==> src/hdl/rlms_pkg.sv <==
// Shared widths, codes and the result beat layout of the latency statistics block.
// No dependencies; used by the top level and by its checker.
`timescale 1ns / 1ps
`default_nettype none

package rlms_pkg;

   localparam int TICK_W     = 32;
   localparam int MEAN_W     = 40;
   localparam int STD_W      = 40;
   localparam int CNT_OUT_W  = 16;
   localparam int SUM_W      = 64;
   localparam int REQ_DATA_W = 2 * TICK_W;
   localparam int REQ_USER_W = 1;
   localparam int RSP_DATA_W = MEAN_W + STD_W + CNT_OUT_W;

   // Action codes carried in the request tuser
   localparam logic ACT_ADD   = 1'b0;
   localparam logic ACT_CLEAR = 1'b1;

   // Result beat, mean in the lowest bits
   typedef struct packed {
      logic [CNT_OUT_W-1:0] sample_count;
      logic [STD_W-1:0]     std_ticks;
      logic [MEAN_W-1:0]    mean_ticks;
   } rsp_payload_type;

endpackage

`default_nettype wire

==> src/hdl/running_latency_mean_std_top.sv <==
// Running latency mean and standard deviation by Welford's update.
// Depends on rlms_pkg; one shared compare-subtract unit serves both divides and the root.
//
// Usage:
//   req channel: one beat per probe. tuser bit 0 selects the action (add or clear),
//   tdata carries the receive and send timestamps. req_tready is high only while
//   the sequencer is idle.
//   rsp channel: one beat per request with mean, deviation and count.
//   The two restoring divides (by the count) and the bit-pair square root run on
//   the shared subtractor, the deviation product on a shift-add multiplier, one
//   bit per cycle each. A clear, and an add that wraps the count, go from idle
//   straight to the done state. A new request is taken only once the previous
//   one is finished, but it may be taken while the previous result still sits in
//   the output register.
//   Reset clears all statistics and drops any pending result. When the receiver
//   stalls, the result is held; a finished item after it waits until the held
//   beat is taken.
`timescale 1ns / 1ps
`default_nettype none

module running_latency_mean_std_top
   import rlms_pkg::*;
#(
   parameter int SAMPLE_BITS = 24,
   parameter int COUNT_BITS  = 16,
   parameter int FRAC_BITS   = 16
) (
   input  wire                   clock,
   input  wire                   reset,
   input  wire                   req_tvalid,
   output logic                  req_tready,
   input  wire  [REQ_DATA_W-1:0] req_tdata,   // now_ticks[31:0], sent_ticks[63:32]
   input  wire  [REQ_USER_W-1:0] req_tuser,   // action[0]
   output logic                  rsp_tvalid,
   input  wire                   rsp_tready,
   output logic [RSP_DATA_W-1:0] rsp_tdata    // mean[39:0], std[79:40], count[95:80]
);

   localparam int MW     = SAMPLE_BITS + FRAC_BITS;
   localparam int PW     = 2 * MW;
   localparam int PXW    = (PW > FRAC_BITS + SUM_W) ? PW : FRAC_BITS + SUM_W + 1;
   localparam int SQ_RAW = SUM_W + FRAC_BITS;
   localparam int SQ_T   = SQ_RAW + (SQ_RAW % 2);
   localparam int RTW    = SQ_T / 2;
   localparam int SW     = (COUNT_BITS + 1 > RTW + 3) ? COUNT_BITS + 1 : RTW + 3;
   localparam int STEP_W = $clog2(SUM_W);

   localparam logic [3:0] S_IDLE = 4'd0;
   localparam logic [3:0] S_DIFF = 4'd1;
   localparam logic [3:0] S_DIV1 = 4'd2;
   localparam logic [3:0] S_MEAN = 4'd3;
   localparam logic [3:0] S_ERR  = 4'd4;
   localparam logic [3:0] S_MUL  = 4'd5;
   localparam logic [3:0] S_ACC  = 4'd6;
   localparam logic [3:0] S_DIV2 = 4'd7;
   localparam logic [3:0] S_SQLD = 4'd8;
   localparam logic [3:0] S_SQRT = 4'd9;
   localparam logic [3:0] S_DONE = 4'd10;

   logic [3:0]            state_ff, state_in;
   logic [STEP_W-1:0]     step_ff, step_in;
   logic [COUNT_BITS-1:0] count_ff, count_in;
   logic [MW-1:0]         mean_ff, mean_in;
   logic [SUM_W-1:0]      sum_ff, sum_in;
   logic [RTW-1:0]        std_ff, std_in;
   logic                  rsp_valid_ff, rsp_valid_in;
   logic [MW-1:0]         xs_ff, xs_in;
   logic [MW-1:0]         d_ff, d_in;
   logic                  up_ff, up_in;
   logic [SUM_W-1:0]      quo_ff, quo_in;
   logic [SW-1:0]         rem_ff, rem_in;
   logic [PW-1:0]         prod_ff, prod_in;
   logic [SQ_T-1:0]       sq_src_ff, sq_src_in;
   rsp_payload_type       rsp_ff, rsp_in;

   logic [TICK_W:0]       tick_diff;
   logic                  sample_over;
   logic [SAMPLE_BITS-1:0] sample;
   logic [MW-1:0]         xs_new;
   logic [COUNT_BITS-1:0] count_inc;
   logic [MW:0]           up_sub;
   logic [MW-1:0]         dn_sub;
   logic [MW-1:0]         d_cur;
   logic [MW-1:0]         err;
   logic [MW:0]           mul_sum;
   logic [PXW-1:0]        prod_ext;
   logic                  term_over;
   logic [SUM_W-1:0]      term;
   logic [SUM_W:0]        sum_add;
   logic [SUM_W-1:0]      sum_new;
   logic [SW-1:0]         su_a, su_b;
   logic [SW:0]           su_diff;
   logic                  su_ge;

   // Sample: clamp negative latency to zero, saturate long latency
   assign tick_diff   = {1'b0, req_tdata[TICK_W-1:0]} - {1'b0, req_tdata[2*TICK_W-1:TICK_W]};
   assign sample_over = (tick_diff[TICK_W-1:0] >> SAMPLE_BITS) != '0;
   assign sample      = tick_diff[TICK_W] ? '0 :
                        (sample_over ? '1 : tick_diff[SAMPLE_BITS-1:0]);
   assign xs_new      = MW'(sample) << FRAC_BITS;
   assign count_inc   = count_ff + COUNT_BITS'(1);

   // Distance of the sample from the old mean, and from the new mean
   assign up_sub = {1'b0, xs_ff} - {1'b0, mean_ff};
   assign dn_sub = mean_ff - xs_ff;
   assign d_cur  = up_sub[MW] ? dn_sub : up_sub[MW-1:0];
   assign err    = up_ff ? (xs_ff - mean_ff) : (mean_ff - xs_ff);

   // Shift-add multiplier step, multiplicand is the old distance
   assign mul_sum = {1'b0, prod_ff[PW-1:MW]} + (prod_ff[0] ? {1'b0, d_ff} : '0);

   // Scale the product down and accumulate with saturation
   assign prod_ext  = PXW'(prod_ff);
   assign term_over = (prod_ext >> (FRAC_BITS + SUM_W)) != '0;
   assign term      = term_over ? '1 : prod_ext[FRAC_BITS +: SUM_W];
   assign sum_add   = {1'b0, sum_ff} + {1'b0, term};
   assign sum_new   = sum_add[SUM_W] ? '1 : sum_add[SUM_W-1:0];

   // Shared compare-subtract: divide step by the count, or root trial
   always_comb begin
      if (state_ff == S_SQRT) begin
         su_a = {rem_ff[SW-3:0], sq_src_ff[SQ_T-1 -: 2]};
         su_b = SW'({std_ff, 2'b01});
      end else begin
         su_a = {rem_ff[SW-2:0], quo_ff[SUM_W-1]};
         su_b = SW'(count_ff);
      end
   end
   assign su_diff = {1'b0, su_a} - {1'b0, su_b};
   assign su_ge   = ~su_diff[SW];

   // Sequencer
   always_comb begin
      state_in     = state_ff;
      step_in      = step_ff;
      count_in     = count_ff;
      mean_in      = mean_ff;
      sum_in       = sum_ff;
      std_in       = std_ff;
      xs_in        = xs_ff;
      d_in         = d_ff;
      up_in        = up_ff;
      quo_in       = quo_ff;
      rem_in       = rem_ff;
      prod_in      = prod_ff;
      sq_src_in    = sq_src_ff;
      rsp_in       = rsp_ff;
      rsp_valid_in = rsp_valid_ff & ~rsp_tready;

      case (state_ff)
         S_IDLE: begin
            if (req_tvalid) begin
               xs_in = xs_new;
               if (req_tuser[0] == ACT_CLEAR) begin
                  count_in = '0;
                  mean_in  = '0;
                  sum_in   = '0;
                  std_in   = '0;
                  state_in = S_DONE;
               end else if (&count_ff) begin
                  // count wraps: restart from this sample
                  count_in = COUNT_BITS'(1);
                  mean_in  = xs_new;
                  sum_in   = '0;
                  std_in   = '0;
                  state_in = S_DONE;
               end else begin
                  count_in = count_inc;
                  state_in = S_DIFF;
               end
            end
         end
         S_DIFF: begin
            up_in    = ~up_sub[MW];
            d_in     = d_cur;
            quo_in   = SUM_W'(d_cur) << (SUM_W - MW);
            rem_in   = '0;
            step_in  = STEP_W'(MW - 1);
            state_in = S_DIV1;
         end
         S_DIV1, S_DIV2: begin
            quo_in = {quo_ff[SUM_W-2:0], su_ge};
            rem_in = su_ge ? su_diff[SW-1:0] : su_a;
            if (step_ff == '0) begin
               state_in = (state_ff == S_DIV1) ? S_MEAN : S_SQLD;
            end else begin
               step_in = step_ff - STEP_W'(1);
            end
         end
         S_MEAN: begin
            mean_in  = up_ff ? (mean_ff + quo_ff[MW-1:0]) : (mean_ff - quo_ff[MW-1:0]);
            state_in = S_ERR;
         end
         S_ERR: begin
            prod_in  = PW'(err);
            step_in  = STEP_W'(MW - 1);
            state_in = S_MUL;
         end
         S_MUL: begin
            prod_in = {mul_sum, prod_ff[MW-1:1]};
            if (step_ff == '0) begin
               state_in = S_ACC;
            end else begin
               step_in = step_ff - STEP_W'(1);
            end
         end
         S_ACC: begin
            sum_in   = sum_new;
            quo_in   = sum_new;
            rem_in   = '0;
            step_in  = STEP_W'(SUM_W - 1);
            state_in = S_DIV2;
         end
         S_SQLD: begin
            sq_src_in = SQ_T'(quo_ff) << FRAC_BITS;
            rem_in    = '0;
            std_in    = '0;
            step_in   = STEP_W'(RTW - 1);
            state_in  = S_SQRT;
         end
         S_SQRT: begin
            sq_src_in = sq_src_ff << 2;
            rem_in    = su_ge ? su_diff[SW-1:0] : su_a;
            std_in    = {std_ff[RTW-2:0], su_ge};
            if (step_ff == '0) begin
               state_in = S_DONE;
            end else begin
               step_in = step_ff - STEP_W'(1);
            end
         end
         S_DONE: begin
            // load the result once the output register is free
            if (!rsp_valid_ff || rsp_tready) begin
               rsp_in.mean_ticks   = MEAN_W'(mean_ff);
               rsp_in.std_ticks    = STD_W'(std_ff);
               rsp_in.sample_count = CNT_OUT_W'(count_ff);
               rsp_valid_in        = 1'b1;
               state_in            = S_IDLE;
            end
         end
         default: begin
            state_in = S_IDLE;
         end
      endcase
   end

   // Control state and statistics
   always_ff @(posedge clock) begin
      if (reset) begin
         state_ff     <= S_IDLE;
         step_ff      <= '0;
         count_ff     <= '0;
         mean_ff      <= '0;
         sum_ff       <= '0;
         std_ff       <= '0;
         rsp_valid_ff <= 1'b0;
      end else begin
         state_ff     <= state_in;
         step_ff      <= step_in;
         count_ff     <= count_in;
         mean_ff      <= mean_in;
         sum_ff       <= sum_in;
         std_ff       <= std_in;
         rsp_valid_ff <= rsp_valid_in;
      end
   end

   // Working registers and result payload
   always_ff @(posedge clock) begin
      xs_ff     <= xs_in;
      d_ff      <= d_in;
      up_ff     <= up_in;
      quo_ff    <= quo_in;
      rem_ff    <= rem_in;
      prod_ff   <= prod_in;
      sq_src_ff <= sq_src_in;
      rsp_ff    <= rsp_in;
   end

   assign req_tready = (state_ff == S_IDLE);
   assign rsp_tvalid = rsp_valid_ff;
   assign rsp_tdata  = rsp_ff;

endmodule

`default_nettype wire

==> config.mk <==
export PLATFORM = sky130hd
export DESIGN_NAME = running_latency_mean_std_top
export DESIGN_NICKNAME = d
export VERILOG_FILES = /design/src/hdl/rlms_pkg.sv /design/src/hdl/running_latency_mean_std_top.sv
export SDC_FILE = /design/constraint.sdc
export NUM_CORES = 2
export LEC_CHECK = 0
export BUFFER_PORTS_ARGS = -buffer_cell sky130_fd_sc_hd__buf_2
export CAP_MARGIN = 10
export CORE_AREA = 2 2 226 395
export CTS_CLUSTER_SIZE = 8
export DETAILED_ROUTE_END_ITERATION = 8
export DIE_AREA = 0 0 228 397
export SLEW_MARGIN = 30
export SYNTH_ARGS = -nofsm -noshare
export SYNTH_HDL_FRONTEND = slang
export SYNTH_SLANG_ARGS = --single-unit
==> constraint.sdc <==
create_clock -name clock -period 11.7 [get_ports clock]
set_clock_uncertainty 0.1 [all_clocks]
set_input_delay 0.585 -clock clock [delete_from_list [all_inputs] [get_ports clock]]
set_output_delay 0.585 -clock clock [all_outputs]
set_load 0.005 [all_outputs]
==> metrics.cfg <==
[synth]
synth_warnings=0
netlist_area_um2=39000
synth_fp_nets=4756
avgSynthCellArea_um2=8.85
synth_seq_cells=582
async_flop_share=0
synth_cells=4408
yosysSeqAreaShare=0.404
ys.flop_type=edfxtp_1
synth_edf_count=411
synth_cell_type_count=104

[placement]
dp_cells=5560
dpl.hpwl_um=98700
place_congestion=0.990
io_buffers=166

[sta]
fin_hold_ws_ps=168
slew_viol_final=0
fin_crit_sh=0.621
period_minus_slack_ps=7260
fmax_mhz=138
slew_headroom=0.302
worst_slew_pin_slew_ps=1040
finalSetupViolations=0
report.final.hold_viol_count=0
timing.setup.tns_ps=0
rsz0062_at_grt=false

[global_route]
globalRouteOverflowTotal=0
grt_pass1_wl_um=194000
grt_pass1_vias=33400
grt_usage=0.280
grt_max_degree=73
antenna_found_initial=1

[clock_tree]
cts_max_level=3
clk_path_buf_depth=3
cts_sinks=582
post_cts_buffers=0
cts_resized=0
clock_latency_ps=690
clk_pin_slew_ps=60
numCtsBuffers=82
cts-root-buf=clkbuf_16
cts_tree=yes
hold_buffers=0

[run_status]
status=finished, final reports clean

[floorplanning]
fp.coreArea_um2=87600
die_area_um2=90500
rows=144
start_util=0.445
die_y_um=397
io_pins=167
die_w_um=228

[detailed_routing]
wl_per_cell_um=22.7
drt-total-wl_um=129000
drc=0
drt_iter0_markers=2183
avgViaCountPerCell=5.82
final_antenna_net_count=0
via_count=33200
dr.pass1.iters=5

[setup_path]
worst_path_max_delay_cell=dfxtp_1
start_kind=register
cp-end-kind=register
crit_chain=and3_4 -> buf_4 -> buf_4 -> mux2i_1 -> ha_1 -> nand3_1 -> o41ai_4 -> and4_1 -> o21ai_1 -> a21oi_1 -> o21a_2 -> buf_4 -> nand2_1 -> o32ai_1
max_stage_delay_ps=810
arrival_ps=7650
crit_required_ps=12090
cp_max_fo=72
cp_num_buf_inv=3
critPathTopFamily=buffers and inverters
criticalPathCategory=register to register
cp_common_cell=buf_4

[final_layout]
area_growth_pct=11.0
final_common_cell=nand2_1
layout_common_cells=684 x nand2_1, 424 x nor2_1, 411 x edfxtp_1
final_cells=5710
diodes=0
drive_above_1_share=0.0845
utilization=0.495
nets=4826

[flow_run]
maxCapViolCount=0

[worst_hold_path]
hold_path.class=input pin to register

[pwr]
p_leak_uw=0.0178
power_uw=11500
p_per_area_nw_per_um2=265
ir_drop_mv=0.128

## routing by layer
metal	GRT usage	vias to the layer above	share of wire
met5	0	-	0.00011
met4	0.213	2	0.082
met3	0.0370	378	0.040
met2	0.546	930	0.54
met1	0.263	16000	0.34
li1	-	16000	-
## synth_stat cells (59+ instances only)
cell type | number | area share
xor2_1 | 125 | 0.028
mux2i_1 | 73 | 0.019
a22oi_1 | 64 | 0.012
o21ai_0 | 285 | 0.037
and2_1 | 59 | 0.0095
inv_1 | 160 | 0.015
xnor2_1 | 177 | 0.040
edfxtp_1 | 411 | 0.32
dfxtp_1 | 171 | 0.088
ha_1 | 273 | 0.088
clkbuf_1 | 180 | 0.017
nand3_1 | 71 | 0.0091
nor2_1 | 429 | 0.041
nand2_1 | 686 | 0.066
nor3_1 | 76 | 0.0098
a21oi_1 | 353 | 0.045
a21o_1 | 127 | 0.024
## cell type report
class,count,area [um2]
clock buffer,141,2280
tap,1168,1460
sequential,582,15800
multi-input combinational,3441,21800
inverter,161,604
timing repair buffer,210,1240
clock inverter,7,113
fill,8491,44300
## stage by stage
stage	area, um2	worst slack, ps
floorplan	39000	3120
global placement	40800	4710
detailed placement	40900	4550
CTS	43300	4540
global route	43300	4000
finish	43300	4440
## registers in the layout, summed over array words and instances (netlist names)
name	flops
count_ff	16
d_ff	40
mean_ff	40
prod_ff	80
quo_ff	64
rem_ff	42
rsp_tdata	96
rsp_tvalid	1
sq_src_ff	64
state_ff	4
std_ff	40
step_ff	6
sum_ff	64
up_ff	1
xs_ff	24
## final timing paths
check / startpoint / endpoint / slack [ps] / cells past startpoint
hold reg to reg: std_ff[31] / rsp_tdata[71] / 330 / 0
setup reg to reg: state_ff[0] / rem_ff[18] / 4440 / 14
hold / removal: rsp_tready / rsp_tvalid / 170 / 3
setup / recovery: state_ff[0] / rem_ff[18] / 4440 / 14
## power breakdown
group	total (uW)	internal [uW]	leakage (uW)	switching, uW
Clock	2290	1330	0.00114	967
Combinational	5740	2090	0.0114	3650
Sequential	3470	3010	0.00527	457
## cell families (layout without fill, tap and decap cells)
| family | count (synthesis) | in the layout | synth area share |
|---|---|---|---|
| flip-flops | 582 | 582 | 0.404 |
| AO/OA/AOI/OAI | 1197 | 1197 | 0.195 |
| AND/OR/NAND/NOR | 1577 | 1577 | 0.181 |
| adder cells (fa/ha/maj) | 279 | 279 | 0.0907 |
| XOR/XNOR | 303 | 303 | 0.0682 |
| multiplexers | 85 | 85 | 0.0222 |
| buffers and inverters | 385 | 519 | 0.0392 |
## worst min-delay path, delay by kind of cell
| kind | cells | cell delay [ps] |
|---|---|---|
| compound gates | 1 | 70 |
| buf+inv | 1 | 90 |
| simple gates | 1 | 140 |
(Power assumes the default switching activity.)
